`src/rtl/rlpe_pkg.sv`:
```
`timescale 1ns / 1ps
`default_nettype none
// ---------------------------------------------------------------------------
// rlpe_pkg: shared types and constants of the ranked-list evaluator
// Holds the divide job codes and the command and status groups that pass
// between the controller and the datapath.
// ---------------------------------------------------------------------------
package rlpe_pkg;

    localparam int TOTAL_W = 16;   // relevant_total register width
    localparam int H5_W    = 3;    // hits in top 5
    localparam int H10_W   = 4;    // hits in top 10
    localparam int H20_W   = 5;    // hits in top 20

    localparam int K_P5  = 5;
    localparam int K_P10 = 10;
    localparam int K_P20 = 20;

    // jobs of the shared divider, final ones in issue order
    typedef enum logic [2:0] {
        DIV_AP_ITEM,
        DIV_AP_FIN,
        DIV_P5,
        DIV_P10,
        DIV_P20,
        DIV_PREC,
        DIV_REC
    } t_div_sel;

    typedef struct packed {
        logic     item_step;   // count the accepted rank
        logic     div_start;   // launch a divide
        t_div_sel div_sel;     // operands of the divide and its result slot
        logic     ap_add;      // fold the per-rank quotient into the sums
        logic     res_wr;      // store a final quotient
        logic     out_load;    // load the result register and clear the list
    } t_dp_cmd;

    typedef struct packed {
        logic item_div;        // offered rank is relevant and within depth
        logic item_last;       // offered rank closes the list
        logic div_done;        // divider quotient valid this cycle
    } t_dp_status;

endpackage
`default_nettype wire

```
`src/rtl/rlpe_if.sv`:
```
`timescale 1ns / 1ps
`default_nettype none
// ---------------------------------------------------------------------------
// rlpe_if: channel interfaces of the ranked-list evaluator
// Rank input channel and metric result channel, valid/ready handshake.
// ---------------------------------------------------------------------------
interface rlpe_in_if;
    logic valid;
    logic ready;
    logic is_relevant;
    logic last_item;

    modport source (output valid, output is_relevant, output last_item, input ready);
    modport sink   (input valid, input is_relevant, input last_item, output ready);
endinterface

interface rlpe_out_if #(
    parameter int FW = 17,
    parameter int CW = 13
);
    logic          valid;
    logic          ready;
    logic [FW-1:0] avg_precision;
    logic [FW-1:0] recip_rank;
    logic [FW-1:0] prec_at_5;
    logic [FW-1:0] prec_at_10;
    logic [FW-1:0] prec_at_20;
    logic [FW-1:0] overall_precision;
    logic [FW-1:0] overall_recall;
    logic [CW-1:0] retrieved_count;
    logic [CW-1:0] relevant_retrieved;
    logic          too_long;

    modport source (
        output valid, input ready,
        output avg_precision, output recip_rank, output prec_at_5, output prec_at_10,
        output prec_at_20, output overall_precision, output overall_recall,
        output retrieved_count, output relevant_retrieved, output too_long
    );
    modport sink (
        input valid, output ready,
        input avg_precision, input recip_rank, input prec_at_5, input prec_at_10,
        input prec_at_20, input overall_precision, input overall_recall,
        input retrieved_count, input relevant_retrieved, input too_long
    );
endinterface
`default_nettype wire

```
`src/rtl/rlpe_divider.sv`:
```
`timescale 1ns / 1ps
`default_nettype none
// ---------------------------------------------------------------------------
// rlpe_divider: radix-2 restoring divider with fraction saturation
// One quotient bit per cycle; quotients above one saturate to one,
// a zero divisor gives zero.
// ---------------------------------------------------------------------------
module rlpe_divider #(
    parameter int AW        = 29,
    parameter int DW        = 16,
    parameter int FRAC_BITS = 16
) (
    input  wire logic                 i_clk,
    input  wire logic                 i_rst_n,
    input  wire logic                 i_start,
    input  wire logic [AW-1:0]        i_num,
    input  wire logic [DW-1:0]        i_den,
    output logic      [FRAC_BITS:0]   o_quot,
    output logic                      o_done
);

    localparam int QW = FRAC_BITS + 2;     // quotient bits developed
    localparam int NW = $clog2(QW + 1);
    localparam logic [QW-1:0] Q_ONE = QW'(1) << FRAC_BITS;
    localparam logic [FRAC_BITS:0] F_ONE = (FRAC_BITS + 1)'(1) << FRAC_BITS;

    logic              r_busy;
    logic [NW-1:0]     r_cnt;
    logic [DW-1:0]     r_rem;
    logic [DW-1:0]     r_den;
    logic [QW-1:0]     r_lo;
    logic [QW-1:0]     r_q;
    logic              r_done;
    logic [FRAC_BITS:0] r_quot;

    logic [DW-1:0] w_hi;
    logic [DW:0]   w_trial;
    logic [DW:0]   w_diff;
    logic          w_ge;
    logic [QW-1:0] w_q_next;

    always_comb begin
        w_hi     = DW'(i_num[AW-1:QW]);
        w_trial  = {r_rem, r_lo[QW-1]};
        w_diff   = w_trial - {1'b0, r_den};
        w_ge     = (w_trial >= {1'b0, r_den});
        w_q_next = {r_q[QW-2:0], w_ge};
    end

    // control
    always_ff @(posedge i_clk) begin
        if (!i_rst_n) begin
            r_busy <= 1'b0;
            r_cnt  <= '0;
            r_done <= 1'b0;
        end else begin
            r_done <= 1'b0;
            if (i_start) begin
                if (i_den == '0 || w_hi >= i_den) begin
                    r_done <= 1'b1;
                end else begin
                    r_busy <= 1'b1;
                    r_cnt  <= NW'(QW);
                end
            end else if (r_busy) begin
                r_cnt <= r_cnt - NW'(1);
                if (r_cnt == NW'(1)) begin
                    r_busy <= 1'b0;
                    r_done <= 1'b1;
                end
            end
        end
    end

    // datapath
    always_ff @(posedge i_clk) begin
        if (i_start) begin
            r_rem <= w_hi;
            r_den <= i_den;
            r_lo  <= i_num[QW-1:0];
            r_q   <= '0;
            if (i_den == '0) begin
                r_quot <= '0;
            end else if (w_hi >= i_den) begin
                r_quot <= F_ONE;
            end
        end else if (r_busy) begin
            r_rem <= w_ge ? w_diff[DW-1:0] : w_trial[DW-1:0];
            r_lo  <= {r_lo[QW-2:0], 1'b0};
            r_q   <= w_q_next;
            if (r_cnt == NW'(1)) begin
                r_quot <= (w_q_next > Q_ONE) ? F_ONE : w_q_next[FRAC_BITS:0];
            end
        end
    end

    assign o_quot = r_quot;
    assign o_done = r_done;

endmodule
`default_nettype wire

```
`src/rtl/rlpe_datapath.sv`:
```
`timescale 1ns / 1ps
`default_nettype none
// ---------------------------------------------------------------------------
// rlpe_datapath: list counters, running sums and result registers
// Keeps rank and hit counts, the precision sum and reciprocal rank, feeds
// the shared divider and holds the outgoing metrics.
// ---------------------------------------------------------------------------
module rlpe_datapath #(
    parameter int MAX_DEPTH = 4096,
    parameter int FRAC_BITS = 16
) (
    input  wire logic                                i_clk,
    input  wire logic                                i_rst_n,
    input  wire rlpe_pkg::t_dp_cmd                   i_cmd,
    output rlpe_pkg::t_dp_status                     o_status,
    input  wire logic                                i_cfg_we,
    input  wire logic [rlpe_pkg::TOTAL_W-1:0]        i_cfg_data,
    input  wire logic                                i_is_relevant,
    input  wire logic                                i_last_item,
    output logic [FRAC_BITS:0]                       o_avg_precision,
    output logic [FRAC_BITS:0]                       o_recip_rank,
    output logic [FRAC_BITS:0]                       o_prec_at_5,
    output logic [FRAC_BITS:0]                       o_prec_at_10,
    output logic [FRAC_BITS:0]                       o_prec_at_20,
    output logic [FRAC_BITS:0]                       o_overall_precision,
    output logic [FRAC_BITS:0]                       o_overall_recall,
    output logic [$clog2(MAX_DEPTH+1)-1:0]           o_retrieved_count,
    output logic [$clog2(MAX_DEPTH+1)-1:0]           o_relevant_retrieved,
    output logic                                     o_too_long
);

    localparam int CW = $clog2(MAX_DEPTH + 1);
    localparam int FW = FRAC_BITS + 1;
    localparam int AW = CW + FRAC_BITS;
    localparam int DW = (CW > rlpe_pkg::TOTAL_W) ? CW : rlpe_pkg::TOTAL_W;

    // configuration and list state
    logic [rlpe_pkg::TOTAL_W-1:0] r_total;
    logic [CW-1:0]                r_rank;
    logic [CW-1:0]                r_seen;
    logic [AW-1:0]                r_ap_sum;
    logic [FW-1:0]                r_rr;
    logic [rlpe_pkg::H5_W-1:0]    r_h5;
    logic [rlpe_pkg::H10_W-1:0]   r_h10;
    logic [rlpe_pkg::H20_W-1:0]   r_h20;
    logic                         r_ovf;

    // final quotients
    logic [FW-1:0] r_q_ap;
    logic [FW-1:0] r_q_p5;
    logic [FW-1:0] r_q_p10;
    logic [FW-1:0] r_q_p20;
    logic [FW-1:0] r_q_prec;
    logic [FW-1:0] r_q_rec;

    // result register
    logic [FW-1:0] r_o_ap;
    logic [FW-1:0] r_o_rr;
    logic [FW-1:0] r_o_p5;
    logic [FW-1:0] r_o_p10;
    logic [FW-1:0] r_o_p20;
    logic [FW-1:0] r_o_prec;
    logic [FW-1:0] r_o_rec;
    logic [CW-1:0] r_o_ret;
    logic [CW-1:0] r_o_rel;
    logic          r_o_long;

    logic          w_full;
    logic          w_none;
    logic [AW-1:0] w_num;
    logic [DW-1:0] w_den;
    logic [FW-1:0] w_quot;
    logic          w_done;

    assign w_full = (r_rank == CW'(MAX_DEPTH));
    assign w_none = (r_total == '0);

    assign o_status.item_div  = i_is_relevant && !w_full;
    assign o_status.item_last = i_last_item;
    assign o_status.div_done  = w_done;

    // divider operands
    always_comb begin
        unique case (i_cmd.div_sel)
            rlpe_pkg::DIV_AP_ITEM: begin
                w_num = {r_seen, {FRAC_BITS{1'b0}}};
                w_den = DW'(r_rank);
            end
            rlpe_pkg::DIV_AP_FIN: begin
                w_num = r_ap_sum;
                w_den = DW'(r_total);
            end
            rlpe_pkg::DIV_P5: begin
                w_num = AW'({r_h5, {FRAC_BITS{1'b0}}});
                w_den = DW'(rlpe_pkg::K_P5);
            end
            rlpe_pkg::DIV_P10: begin
                w_num = AW'({r_h10, {FRAC_BITS{1'b0}}});
                w_den = DW'(rlpe_pkg::K_P10);
            end
            rlpe_pkg::DIV_P20: begin
                w_num = AW'({r_h20, {FRAC_BITS{1'b0}}});
                w_den = DW'(rlpe_pkg::K_P20);
            end
            rlpe_pkg::DIV_PREC: begin
                w_num = {r_seen, {FRAC_BITS{1'b0}}};
                w_den = DW'(r_rank);
            end
            rlpe_pkg::DIV_REC: begin
                w_num = {r_seen, {FRAC_BITS{1'b0}}};
                w_den = DW'(r_total);
            end
            default: begin
                w_num = '0;
                w_den = '0;
            end
        endcase
    end

    rlpe_divider #(
        .AW        (AW),
        .DW        (DW),
        .FRAC_BITS (FRAC_BITS)
    ) u_div (
        .i_clk   (i_clk),
        .i_rst_n (i_rst_n),
        .i_start (i_cmd.div_start),
        .i_num   (w_num),
        .i_den   (w_den),
        .o_quot  (w_quot),
        .o_done  (w_done)
    );

    // list state
    always_ff @(posedge i_clk) begin
        if (!i_rst_n) begin
            r_total  <= '0;
            r_rank   <= '0;
            r_seen   <= '0;
            r_ap_sum <= '0;
            r_rr     <= '0;
            r_h5     <= '0;
            r_h10    <= '0;
            r_h20    <= '0;
            r_ovf    <= 1'b0;
        end else begin
            if (i_cfg_we) begin
                r_total <= i_cfg_data;
            end
            if (i_cmd.out_load) begin
                r_rank   <= '0;
                r_seen   <= '0;
                r_ap_sum <= '0;
                r_rr     <= '0;
                r_h5     <= '0;
                r_h10    <= '0;
                r_h20    <= '0;
                r_ovf    <= 1'b0;
            end else begin
                if (i_cmd.item_step) begin
                    if (w_full) begin
                        r_ovf <= 1'b1;
                    end else begin
                        r_rank <= r_rank + CW'(1);
                        if (i_is_relevant) begin
                            r_seen <= r_seen + CW'(1);
                            if (r_rank < CW'(rlpe_pkg::K_P5)) begin
                                r_h5 <= r_h5 + rlpe_pkg::H5_W'(1);
                            end
                            if (r_rank < CW'(rlpe_pkg::K_P10)) begin
                                r_h10 <= r_h10 + rlpe_pkg::H10_W'(1);
                            end
                            if (r_rank < CW'(rlpe_pkg::K_P20)) begin
                                r_h20 <= r_h20 + rlpe_pkg::H20_W'(1);
                            end
                        end
                    end
                end
                if (i_cmd.ap_add) begin
                    r_ap_sum <= r_ap_sum + AW'(w_quot);
                    // reciprocal rank comes from the first relevant rank only
                    if (r_seen == CW'(1)) begin
                        r_rr <= w_quot;
                    end
                end
            end
        end
    end

    // quotient slots and result register
    always_ff @(posedge i_clk) begin
        if (i_cmd.res_wr) begin
            unique case (i_cmd.div_sel)
                rlpe_pkg::DIV_AP_FIN: r_q_ap   <= w_quot;
                rlpe_pkg::DIV_P5:     r_q_p5   <= w_quot;
                rlpe_pkg::DIV_P10:    r_q_p10  <= w_quot;
                rlpe_pkg::DIV_P20:    r_q_p20  <= w_quot;
                rlpe_pkg::DIV_PREC:   r_q_prec <= w_quot;
                rlpe_pkg::DIV_REC:    r_q_rec  <= w_quot;
                default: ;
            endcase
        end
        if (i_cmd.out_load) begin
            r_o_ap   <= w_none ? '0 : r_q_ap;
            r_o_rr   <= w_none ? '0 : r_rr;
            r_o_p5   <= w_none ? '0 : r_q_p5;
            r_o_p10  <= w_none ? '0 : r_q_p10;
            r_o_p20  <= w_none ? '0 : r_q_p20;
            r_o_prec <= w_none ? '0 : r_q_prec;
            r_o_rec  <= w_none ? '0 : r_q_rec;
            r_o_ret  <= r_rank;
            r_o_rel  <= w_none ? '0 : r_seen;
            r_o_long <= r_ovf;
        end
    end

    assign o_avg_precision      = r_o_ap;
    assign o_recip_rank         = r_o_rr;
    assign o_prec_at_5          = r_o_p5;
    assign o_prec_at_10         = r_o_p10;
    assign o_prec_at_20         = r_o_p20;
    assign o_overall_precision  = r_o_prec;
    assign o_overall_recall     = r_o_rec;
    assign o_retrieved_count    = r_o_ret;
    assign o_relevant_retrieved = r_o_rel;
    assign o_too_long           = r_o_long;

endmodule
`default_nettype wire

```
`src/rtl/rlpe_ctrl.sv`:
```
`timescale 1ns / 1ps
`default_nettype none
// ---------------------------------------------------------------------------
// rlpe_ctrl: sequencer of the ranked-list evaluator
// Accepts ranks, runs the per-rank and end-of-list divides and hands the
// metrics to the result register.
// ---------------------------------------------------------------------------
module rlpe_ctrl (
    input  wire logic                  i_clk,
    input  wire logic                  i_rst_n,
    input  wire logic                  i_in_valid,
    output logic                       o_in_ready,
    output logic                       o_out_valid,
    input  wire logic                  i_out_ready,
    input  wire rlpe_pkg::t_dp_status  i_status,
    output rlpe_pkg::t_dp_cmd          o_cmd
);

    typedef enum logic [1:0] {
        S_IDLE,
        S_DIV_GO,
        S_DIV_WAIT,
        S_LOAD
    } t_state;

    t_state             r_state;
    rlpe_pkg::t_div_sel r_job;
    logic               r_last;
    logic               r_out_valid;

    logic w_accept;
    logic w_load;

    function automatic rlpe_pkg::t_div_sel next_job(input rlpe_pkg::t_div_sel job);
        rlpe_pkg::t_div_sel nxt;
        unique case (job)
            rlpe_pkg::DIV_AP_FIN: nxt = rlpe_pkg::DIV_P5;
            rlpe_pkg::DIV_P5:     nxt = rlpe_pkg::DIV_P10;
            rlpe_pkg::DIV_P10:    nxt = rlpe_pkg::DIV_P20;
            rlpe_pkg::DIV_P20:    nxt = rlpe_pkg::DIV_PREC;
            rlpe_pkg::DIV_PREC:   nxt = rlpe_pkg::DIV_REC;
            default:              nxt = rlpe_pkg::DIV_AP_FIN;
        endcase
        return nxt;
    endfunction

    assign o_in_ready = (r_state == S_IDLE);
    assign w_accept   = o_in_ready && i_in_valid;
    assign w_load     = (r_state == S_LOAD) && (!r_out_valid || i_out_ready);

    always_comb begin
        o_cmd.item_step = w_accept;
        o_cmd.div_start = (r_state == S_DIV_GO);
        o_cmd.div_sel   = r_job;
        o_cmd.ap_add    = (r_state == S_DIV_WAIT) && i_status.div_done
                          && (r_job == rlpe_pkg::DIV_AP_ITEM);
        o_cmd.res_wr    = (r_state == S_DIV_WAIT) && i_status.div_done
                          && (r_job != rlpe_pkg::DIV_AP_ITEM);
        o_cmd.out_load  = w_load;
    end

    always_ff @(posedge i_clk) begin
        if (!i_rst_n) begin
            r_state     <= S_IDLE;
            r_job       <= rlpe_pkg::DIV_AP_ITEM;
            r_last      <= 1'b0;
            r_out_valid <= 1'b0;
        end else begin
            if (w_load) begin
                r_out_valid <= 1'b1;
            end else if (i_out_ready) begin
                r_out_valid <= 1'b0;
            end

            unique case (r_state)
                S_IDLE: begin
                    if (w_accept) begin
                        r_last <= i_status.item_last;
                        if (i_status.item_div) begin
                            r_job   <= rlpe_pkg::DIV_AP_ITEM;
                            r_state <= S_DIV_GO;
                        end else if (i_status.item_last) begin
                            r_job   <= rlpe_pkg::DIV_AP_FIN;
                            r_state <= S_DIV_GO;
                        end
                    end
                end
                S_DIV_GO: begin
                    r_state <= S_DIV_WAIT;
                end
                S_DIV_WAIT: begin
                    if (i_status.div_done) begin
                        priority if (r_job == rlpe_pkg::DIV_AP_ITEM) begin
                            if (r_last) begin
                                r_job   <= rlpe_pkg::DIV_AP_FIN;
                                r_state <= S_DIV_GO;
                            end else begin
                                r_state <= S_IDLE;
                            end
                        end else if (r_job == rlpe_pkg::DIV_REC) begin
                            r_state <= S_LOAD;
                        end else begin
                            r_job   <= next_job(r_job);
                            r_state <= S_DIV_GO;
                        end
                    end
                end
                S_LOAD: begin
                    if (w_load) begin
                        r_state <= S_IDLE;
                    end
                end
                default: begin
                    r_state <= S_IDLE;
                end
            endcase
        end
    end

    assign o_out_valid = r_out_valid;

endmodule
`default_nettype wire

```
`src/rtl/ranked_list_precision_ap_eval_top.sv`:
```
`timescale 1ns / 1ps
`default_nettype none
// ---------------------------------------------------------------------------
// ranked_list_precision_ap_eval_top: ranked-list precision evaluator
// Takes a ranked list one rank per transaction and, on the closing rank,
// returns average precision, reciprocal rank, P@5/10/20, precision, recall
// and the counts, all fractions unsigned Q1.FRAC_BITS with floor rounding.
//
//   channel   dir  handshake     payload
//   i_in      in   valid/ready   is_relevant, last_item
//   o_res     out  valid/ready   ten metric fields, one transaction per list
//   i_cfg_*   in   write enable  relevant_total (16 bit)
//
// a rank that is not relevant, or lies past MAX_DEPTH, runs no per-rank divide
// a relevant rank runs one divide of seen*ONE by rank on the radix-2 divider;
//   no new rank is accepted until that divide is done
// the closing rank adds six divides and a load of the result register;
//   a new list may start while that result waits
// i_rst_n is synchronous, active low; it clears the sequencer, list state
//   and relevant_total; no clearing pass is needed
// o_res stalls only block the load of the next list's result
// ---------------------------------------------------------------------------
module ranked_list_precision_ap_eval_top #(
    parameter int MAX_DEPTH = 4096,
    parameter int FRAC_BITS = 16
) (
    input  wire logic                          i_clk,
    input  wire logic                          i_rst_n,
    rlpe_in_if.sink                            i_in,
    rlpe_out_if.source                         o_res,
    input  wire logic                          i_cfg_we,
    input  wire logic [rlpe_pkg::TOTAL_W-1:0]  i_cfg_data
);

    // command and status between sequencer and datapath
    rlpe_pkg::t_dp_cmd    w_cmd;
    rlpe_pkg::t_dp_status w_status;

    logic w_in_ready;
    logic w_out_valid;

    // sequencer: rank acceptance, divide jobs, result handoff
    rlpe_ctrl u_ctrl (
        .i_clk       (i_clk),
        .i_rst_n     (i_rst_n),
        .i_in_valid  (i_in.valid),
        .o_in_ready  (w_in_ready),
        .o_out_valid (w_out_valid),
        .i_out_ready (o_res.ready),
        .i_status    (w_status),
        .o_cmd       (w_cmd)
    );

    // counters, sums, shared divider and result register
    rlpe_datapath #(
        .MAX_DEPTH (MAX_DEPTH),
        .FRAC_BITS (FRAC_BITS)
    ) u_dp (
        .i_clk                (i_clk),
        .i_rst_n              (i_rst_n),
        .i_cmd                (w_cmd),
        .o_status             (w_status),
        .i_cfg_we             (i_cfg_we),
        .i_cfg_data           (i_cfg_data),
        .i_is_relevant        (i_in.is_relevant),
        .i_last_item          (i_in.last_item),
        .o_avg_precision      (o_res.avg_precision),
        .o_recip_rank         (o_res.recip_rank),
        .o_prec_at_5          (o_res.prec_at_5),
        .o_prec_at_10         (o_res.prec_at_10),
        .o_prec_at_20         (o_res.prec_at_20),
        .o_overall_precision  (o_res.overall_precision),
        .o_overall_recall     (o_res.overall_recall),
        .o_retrieved_count    (o_res.retrieved_count),
        .o_relevant_retrieved (o_res.relevant_retrieved),
        .o_too_long           (o_res.too_long)
    );

    assign i_in.ready  = w_in_ready;
    assign o_res.valid = w_out_valid;

endmodule
`default_nettype wire

```
`src/flat_wrapper.sv`:
```
// flat-port wrapper written by rule: the top's interface ports become plain ports
module ranked_list_precision_ap_eval_top_flat 
#(
    parameter int MAX_DEPTH = 4096,
    parameter int FRAC_BITS = 16
)
  (i_clk, i_rst_n, i_cfg_we, i_cfg_data, i_in_valid, i_in_is_relevant, i_in_last_item, i_in_ready, o_res_valid, o_res_ready, o_res_avg_precision, o_res_recip_rank, o_res_prec_at_5, o_res_prec_at_10, o_res_prec_at_20, o_res_overall_precision, o_res_overall_recall, o_res_retrieved_count, o_res_relevant_retrieved, o_res_too_long);
  rlpe_in_if i_in_i ();
  rlpe_out_if o_res_i ();
  input  wire logic i_clk;
  input  wire logic i_rst_n;
  input  wire logic i_cfg_we;
  input  wire logic [rlpe_pkg::TOTAL_W-1:0] i_cfg_data;
  input wire logic [$bits(i_in_i.valid)-1:0] i_in_valid;
  input wire logic [$bits(i_in_i.is_relevant)-1:0] i_in_is_relevant;
  input wire logic [$bits(i_in_i.last_item)-1:0] i_in_last_item;
  output wire logic [$bits(i_in_i.ready)-1:0] i_in_ready;
  output wire logic [$bits(o_res_i.valid)-1:0] o_res_valid;
  input wire logic [$bits(o_res_i.ready)-1:0] o_res_ready;
  output wire logic [$bits(o_res_i.avg_precision)-1:0] o_res_avg_precision;
  output wire logic [$bits(o_res_i.recip_rank)-1:0] o_res_recip_rank;
  output wire logic [$bits(o_res_i.prec_at_5)-1:0] o_res_prec_at_5;
  output wire logic [$bits(o_res_i.prec_at_10)-1:0] o_res_prec_at_10;
  output wire logic [$bits(o_res_i.prec_at_20)-1:0] o_res_prec_at_20;
  output wire logic [$bits(o_res_i.overall_precision)-1:0] o_res_overall_precision;
  output wire logic [$bits(o_res_i.overall_recall)-1:0] o_res_overall_recall;
  output wire logic [$bits(o_res_i.retrieved_count)-1:0] o_res_retrieved_count;
  output wire logic [$bits(o_res_i.relevant_retrieved)-1:0] o_res_relevant_retrieved;
  output wire logic [$bits(o_res_i.too_long)-1:0] o_res_too_long;
  assign i_in_i.valid = i_in_valid;
  assign i_in_i.is_relevant = i_in_is_relevant;
  assign i_in_i.last_item = i_in_last_item;
  assign i_in_ready = i_in_i.ready;
  assign o_res_valid = o_res_i.valid;
  assign o_res_i.ready = o_res_ready;
  assign o_res_avg_precision = o_res_i.avg_precision;
  assign o_res_recip_rank = o_res_i.recip_rank;
  assign o_res_prec_at_5 = o_res_i.prec_at_5;
  assign o_res_prec_at_10 = o_res_i.prec_at_10;
  assign o_res_prec_at_20 = o_res_i.prec_at_20;
  assign o_res_overall_precision = o_res_i.overall_precision;
  assign o_res_overall_recall = o_res_i.overall_recall;
  assign o_res_retrieved_count = o_res_i.retrieved_count;
  assign o_res_relevant_retrieved = o_res_i.relevant_retrieved;
  assign o_res_too_long = o_res_i.too_long;
  ranked_list_precision_ap_eval_top #(.MAX_DEPTH(MAX_DEPTH), .FRAC_BITS(FRAC_BITS)) u_core (.i_clk(i_clk), .i_rst_n(i_rst_n), .i_in(i_in_i), .o_res(o_res_i), .i_cfg_we(i_cfg_we), .i_cfg_data(i_cfg_data));
endmodule
```
`config.mk`:
```
export PLATFORM = sky130hd
export DESIGN_NAME = ranked_list_precision_ap_eval_top_flat
export DESIGN_NICKNAME = d
export VERILOG_FILES = /design/src/rtl/rlpe_pkg.sv /design/src/rtl/rlpe_if.sv /design/src/rtl/rlpe_divider.sv /design/src/rtl/rlpe_datapath.sv /design/src/rtl/rlpe_ctrl.sv /design/src/rtl/ranked_list_precision_ap_eval_top.sv /design/src/flat_wrapper.sv
export SDC_FILE = /design/constraint.sdc
export NUM_CORES = 1
export LEC_CHECK = 0
export ABC_AREA = 1
export BUFFER_PORTS_ARGS = -buffer_cell sky130_fd_sc_hd__buf_2
export CORE_ASPECT_RATIO = 1.5
export CORE_MARGIN = 2
export CORE_UTILIZATION = 35
export CTS_CLUSTER_DIAMETER = 60
export DETAILED_ROUTE_END_ITERATION = 12
export PLACE_DENSITY_LB_ADDON = 0.2
export SYNTH_ARGS = -nofsm -noshare
export SYNTH_HDL_FRONTEND = slang
export SYNTH_HIERARCHICAL = 1
export SYNTH_SLANG_ARGS = --single-unit
```
`constraint.sdc`:
```
create_clock -name i_clk -period 5.3 [get_ports i_clk]
set_clock_uncertainty 0.15 [all_clocks]
set_input_delay 0.795 -clock i_clk [delete_from_list [all_inputs] [get_ports i_clk]]
set_output_delay 0.795 -clock i_clk [all_outputs]
set_load 0.01 [all_outputs]
```
==> flow_metrics.tcl, run 1 <==
set metrics [dict create \
    die_area_mm2 0.05978 \
    tns_ns 0 \
    first_iter_violations 625 \
    hp-start "u_core/u_dp/r_ovf" \
    drc 0 \
    largest_reg_flops 29 \
    hold_slack_ns 0.2829 \
    crit_type "register to register" \
    hold_depth 0 \
    gp_congestion 0.8936 \
    ctsHtreeMaxLevel 2 \
    io_buffers 170 \
    ys_seq_area_share_pct 59.57 \
    relSlewSlack_pct 28.53 \
    postRouteAntennaNets 0 \
    holdPathEnd "u_core/u_dp/o_too_long" \
    num_vias 14850 \
    tritoncts "built" \
    layout-drive-gt1-share_pct 12.85 \
    crit-reg2reg-launch "u_core/u_ctrl/r_job[1]" \
    cp-end-kind "register" \
    slew_viol_final 0 \
    fmax_mhz 235.0 \
    track_usage_pct 17.86 \
    use_met3_pct 2.574 \
    r2r_slack_ns 1.05 \
    seqPwrFrac_pct 47.9 \
    syn_nets 2259 \
    yosys-top-cells-area "edfxtp_1 46%, dfxtp_1 14%, nand2_1 8.3%" \
    status "completed" \
    p_total_mw 8.320 \
    clockPowerShare_pct 40.4 \
    clock_latency_ns 0.58 \
    path_max_fanout 17 \
    area_growth_pct 15.96 \
    grt_util_met2_pct 33.50 \
    drt_first_pass_iters 5 \
    syn_area_mm2 0.02023 \
    cts_setup_buffers 0 \
    cts_resized 0 \
    die_h_um 298.5 \
    hp-class "register to register" \
    finalSetupViolCount 0 \
    largestRegisters "u_core/u_dp/r_ap_sum: 29 flops, u_core/u_dp/u_div/r_lo: 18 flops" \
    p_leak_nw 9.733 \
    wl_mm 53.63 \
    hpwlAfterDp_mm 38.49 \
    ctsHoldBuffers 0 \
    grt-busiest-layer "met2" \
    start_util_pct 35.47 \
    vias_per_cell 4.709 \
    use_met1_pct 19.22 \
    synth_cells 2180 \
    cts_buffers 47 \
    clkTransAtPathRegs_ns 0.06 \
    worst_slew_pin_slew_ns 1.070 \
    max-vdd-ir-drop_mv 0.2042 \
    netSwitchingPower_mw 2.188 \
    post-route-min-period_ns 4.255 \
    critPathLaunchType "register" \
    grt_max_degree 133 \
    netSwitchingFraction_pct 26.30 \
    cp.required_ns 5.28 \
    fin_crit_sh_pct 80.28 \
    grt_pass1_vias 14880 \
    synth-seq-cells 447 \
    gr-total-overflow 0 \
    grt_pass1_wl_mm 83.50 \
    regMostFlops "u_core/u_dp/r_ap_sum" \
    clockBufferDepth 3 \
    cp_data_arrival_time_ns 4.24 \
    drv_cap 0 \
    diodes 0 \
    r2r_cells 20 \
    postSynthAreaPerCell_um2 9.281 \
    antenna_found_initial 0 \
    p_per_area_mw_per_mm2 354.6 \
    yosysTopAreaCellShare_pct 46.01 \
    core_mm2 0.05703 \
    comb_power_share_pct 11.8 \
    r2r_end "u_core/u_dp/u_div/o_quot[5]" \
    hold_viol 0 \
    fin_nets 2431 \
    intPower_mw 6.131 \
    num_io_pins 171 \
    yosysUniqueCellTypes 48 \
    yosys_warnings 6 \
    cts-root-buf "clkbuf_16" \
    yosysTopAreaCell "edfxtp_1" \
    num_rows 107 \
    clkSinkCount 447 \
    die_w_um 200.3 \
    grt_setup_unrepaired "false" \
    wl_per_cell_um 17.01 \
]
## layout by cell type (no fill, tap or decap), types with 7 or more instances in the layout
cell type and n:
clkbuf_16 47, clkinv_2 7, nor3_1 21, nand4_1 15, nand3_1 101, buf_4 15
o22ai_1 26, buf_2 170, xor2_1 32, a21oi_2 12, inv_1 348, nand2_1 445
nor2_1 310, xnor2_1 7, inv_2 12, dfxtp_1 137, nand3b_1 17, ha_1 54
o21ai_0 61, a211oi_1 17, a21oi_1 130, clkbuf_1 14, edfxtp_1 310
## worst max-delay path: stages, from the launching register on
cell and delay (ns):
dfxtp_1 0.46, inv_1 0.09, nand2_1 0.12, nor2_1 0.05, buf_4 0.19, nor2_1 0.80, nor2_1 0.08, nor3_1 0.15
o21ai_0 0.17, inv_1 0.09, ha_1 0.22, nand2_1 0.09, inv_1 0.04, nand2_1 0.05, nand2_1 0.05, nand2_1 0.06
nand2_1 0.05, nand2_1 0.07, nand3_1 0.06, o21ai_0 0.24, nand2_1 0.51
## cells by family (layout without fill, tap and decap cells)
| group | count (synthesis) | in the layout | synth area share, % |
|---|---|---|---|
| xor+xnor | 39 | 39 | 1.688 |
| buf+inv | 427 | 637 | 8.305 |
| flops | 447 | 447 | 59.57 |
| fa+ha+maj | 56 | 56 | 3.537 |
| compound gates | 266 | 266 | 7.440 |
| simple gates | 945 | 945 | 19.46 |
## stage by stage
| stage | cells | utilization [%] | setup WS (ns) | area, um^2 |
|---|---|---|---|---|
| finish | 3153 | 41.14 | 1.045 | 23460 |
| global route | 3153 | 41.14 | 0.3343 | 23460 |
| CTS | 3153 | 41.14 | 1.015 | 23460 |
| detailed placement | 3066 | 38.40 | 1.049 | 21900 |
| global placement | 3066 | 38.40 | 1.084 | 21900 |
| floorplan | 2180 | - | 1.966 | 20230 |
## layout make-up
class | instances | area [um^2]
well taps | 763 | 954.7
multi-input cells | 1306 | 6526
flip-flops and latches | 447 | 12050
clock buffers | 65 | 1284
inverters | 363 | 1365
fillers | 5744 | 33570
clock inverters | 22 | 276.5
repair buffers | 187 | 1003
## how the worst max path moves through the flow
stage / startpoint / end / cells past startpoint
2_1_floorplan: u_core/u_ctrl/r_state[0] / u_core/u_dp/u_div/r_lo[0] / 6
3_3_place_gp: u_core/u_ctrl/r_job[1] / u_core/u_dp/u_div/o_quot[5] / 20
3_5_place_dp: u_core/u_ctrl/r_job[1] / u_core/u_dp/u_div/o_quot[5] / 20
4_1_cts: u_core/u_ctrl/r_job[1] / u_core/u_dp/u_div/o_quot[5] / 20
5_1_grt: u_core/u_ctrl/r_job[1] / u_core/u_dp/u_div/o_quot[11] / 20
6_report: u_core/u_ctrl/r_job[1] / u_core/u_dp/u_div/o_quot[5] / 20
## Yosys cell counts, drive strengths merged
master   count
o221ai       6
nor4         5
nand3b      17
fa           2
buf         31
a221oi       1
o21bai       3
edfxtp     310
nor2       318
nand2      453
a31o         1
ha          54
inv        362
dfxtp      137
or2          2
a22oi        2
a211oi      17
xnor2        7
nand4       15
o2111ai      1
and3         2
a21o         1
nor3        24
a21oi      142
xor2        32
nand3      103
o22ai       26
clkinv       1
and2         6
o21ai       64
clkbuf      33
o21a         2
## per-layer routing
metal	share of wire, %	wire (um)
met2	52	27970
met1	38	20620
met3	3.9	2068
met5	0	0
met4	5.5	2976
## power by group through the flow
stage / clock network (mW) / registers, mW / logic, mW
floorplan: 0 / 4.01 / 0.761
finish: 3.36 / 3.98 / 0.979
global placement: 0 / 4.06 / 0.972
CTS: 3.48 / 3.99 / 0.987
detailed placement: 0 / 4.06 / 0.982
global route: 3.60 / 3.99 / 1.11
(Power assumes the default switching activity.)
==> run 2, diff against run 1 <==
==> constraint.sdc (replaced) <==
create_clock -name i_clk -period 4.1 [get_ports i_clk]
set_clock_uncertainty 0.15 [all_clocks]
set_input_delay 0.615 -clock i_clk [delete_from_list [all_inputs] [get_ports i_clk]]
set_output_delay 0.615 -clock i_clk [all_outputs]
set_load 0.01 [all_outputs]
==> flow_metrics.tcl, run 2 (synthesized netlist as in run 1, its figures left out) <==
set metrics [dict create \
    slew_viol_final 0 \
    grt_pass1_wl_mm 83.42 \
    drv_cap 0 \
    gp_congestion 0.8812 \
    first_iter_violations 701 \
    clkSinkCount 447 \
    hold_slack_ns 0.1829 \
    post-route-min-period_ns 3.577 \
    fin_crit_sh_pct 87.25 \
    num_vias 14820 \
    largest_reg_flops 29 \
    grt_max_degree 136 \
    fin_util_pct 41.20 \
    fin_nets 2441 \
    diodes 0 \
    fmax_mhz 279.5 \
    cp.required_ns 4.19 \
    drc 0 \
    relSlewSlack_pct 27.38 \
    tritoncts "built" \
    area_growth_pct 16.15 \
    ctsHoldBuffers 0 \
    dp.cells 3077 \
    nFillCells 5773 \
    clock_latency_ns 0.56 \
    track_usage_pct 17.78 \
    largestRegisters "u_core/u_dp/r_ap_sum: 29 flops, u_core/u_dp/u_div/r_lo: 18 flops" \
    crit_type "register to register" \
    antenna_found_initial 0 \
    p_per_area_mw_per_mm2 451.5 \
    cp-end-kind "register" \
    ctsHtreeMaxLevel 2 \
    path_max_fanout 17 \
    clockBufferDepth 3 \
    critPathLaunchType "register" \
    die_area_mm2 0.05978 \
    final_cell_mix "445 x nand2_1, 348 x inv_1, 310 x edfxtp_1" \
    p_leak_nw 9.773 \
    cts-root-buf "clkbuf_16" \
    num_io_pins 171 \
    vias_per_cell 4.684 \
    max-vdd-ir-drop_mv 0.2777 \
    postRouteAntennaNets 0 \
    status "completed" \
    tns_ns 0 \
    wl_per_cell_um 16.99 \
    finalSetupViolCount 0 \
    layoutNonFillerInstCount 3163 \
    worst_slew_pin_slew_ns 1.087 \
    die_w_um 200.3 \
    dpl_cell_area_mm2 0.02200 \
    layout-drive-gt1-share_pct 13.21 \
    hpwlAfterDp_mm 39.06 \
    wl_mm 53.74 \
    clkTransAtPathRegs_ns 0.06 \
    start_util_pct 35.47 \
    drt_first_pass_iters 5 \
    hold_viol 0 \
    regMostFlops "u_core/u_dp/r_ap_sum" \
    stdcell_area_mm2 0.02350 \
    gr-total-overflow 0 \
    cp_data_arrival_time_ns 3.67 \
    hp-class "input pin to register" \
    die_h_um 298.5 \
    grt_pass1_vias 14740 \
    core_mm2 0.05703 \
    mostFrequentLayoutCell "nand2_1" \
    cts_buffers 46 \
    io_buffers 170 \
    num_rows 107 \
    grt_setup_unrepaired "false" \
]
-- run 2: changes by cell type in the layout (fill, tap and decap cells not counted), moves of 2 or more --
cell	before	now
clkinvlp_4	2	0
clkbuf_8	4	1
clkbuf_1	14	8
buf_4	15	25
clkinv_1	5	12
clkinv_2	7	10
-- run 2: critical path: stages, from the launching register on --
cell and delay [ns]:
dfxtp_1 0.46, inv_1 0.09, nand2_1 0.12, nor2_1 0.05
a21oi_1 0.12, buf_4 0.22, nand2_1 0.11, inv_1 0.27
o21ai_0 0.20, ha_1 0.34, inv_1 0.04, nor2_1 0.14
nand3_1 0.09, nor2_1 0.14, nand3_1 0.12, nand3_1 0.10
o21ai_0 0.11, nand2_1 0.12, buf_4 0.26
-- run 2: where the power goes --
group,internal [mW],switching [mW]
Sequential,5.01,0.126
Combinational,0.399,0.901
Clock,2.39,1.78
-- run 2: path summary, 6_finish.rpt --
| check | start | endpoint | slack (ns) | depth (start not counted) |
|---|---|---|---|---|
| worst max-delay path | u_core/u_ctrl/r_job[1] | u_core/u_dp/u_div/o_quot[7] | 0.52 | 18 |
| worst min-delay path | i_cfg_data[11] | u_core/u_dp/r_total[11] | 0.18 | 3 |
| worst max register to register | u_core/u_ctrl/r_job[1] | u_core/u_dp/u_div/o_quot[7] | 0.52 | 18 |
| worst min register to register | u_core/u_dp/r_ovf | u_core/u_dp/o_too_long | 0.28 | 0 |
-- run 2: what timing repair did --
action / in CTS / in global routing
buffers inserted: 0 / 0
setup endpoints to repair: 0 / 17
gates resized for setup: 0 / 1
-- run 2: final cells by class --
type / count / area [um^2] / share of cell area (%)
sequential: 447 / 12050 / 51.28
multi-input combinational: 1306 / 6529 / 27.78
inverter: 363 / 1365 / 5.809
clock buffer: 56 / 1220 / 5.191
timing repair buffer: 198 / 1099 / 4.675
tap: 763 / 954.7 / 4.062
clock inverter: 30 / 281.5 / 1.198
-- run 2: through the flow --
step | setup slack, ns | total power [mW]
CTS | 0.3518 | 10.75
finish | 0.5226 | 10.61
detailed placement | 0.3748 | 6.538
floorplan | 0.7662 | 6.169
global route | 0.06511 | 11.08
global placement | 0.4549 | 6.519
-- run 2: routing by layer --
metal | GRT usage, % | vias to the layer above | routed length, um
met3 | 2.159 | 102 | 1798
met4 | 7.231 | 0 | 2061
li1 | - | 7450 | -
met2 | 34.76 | 317 | 28970
met1 | 19.19 | 6946 | 20920
met5 | 0 | - | 0
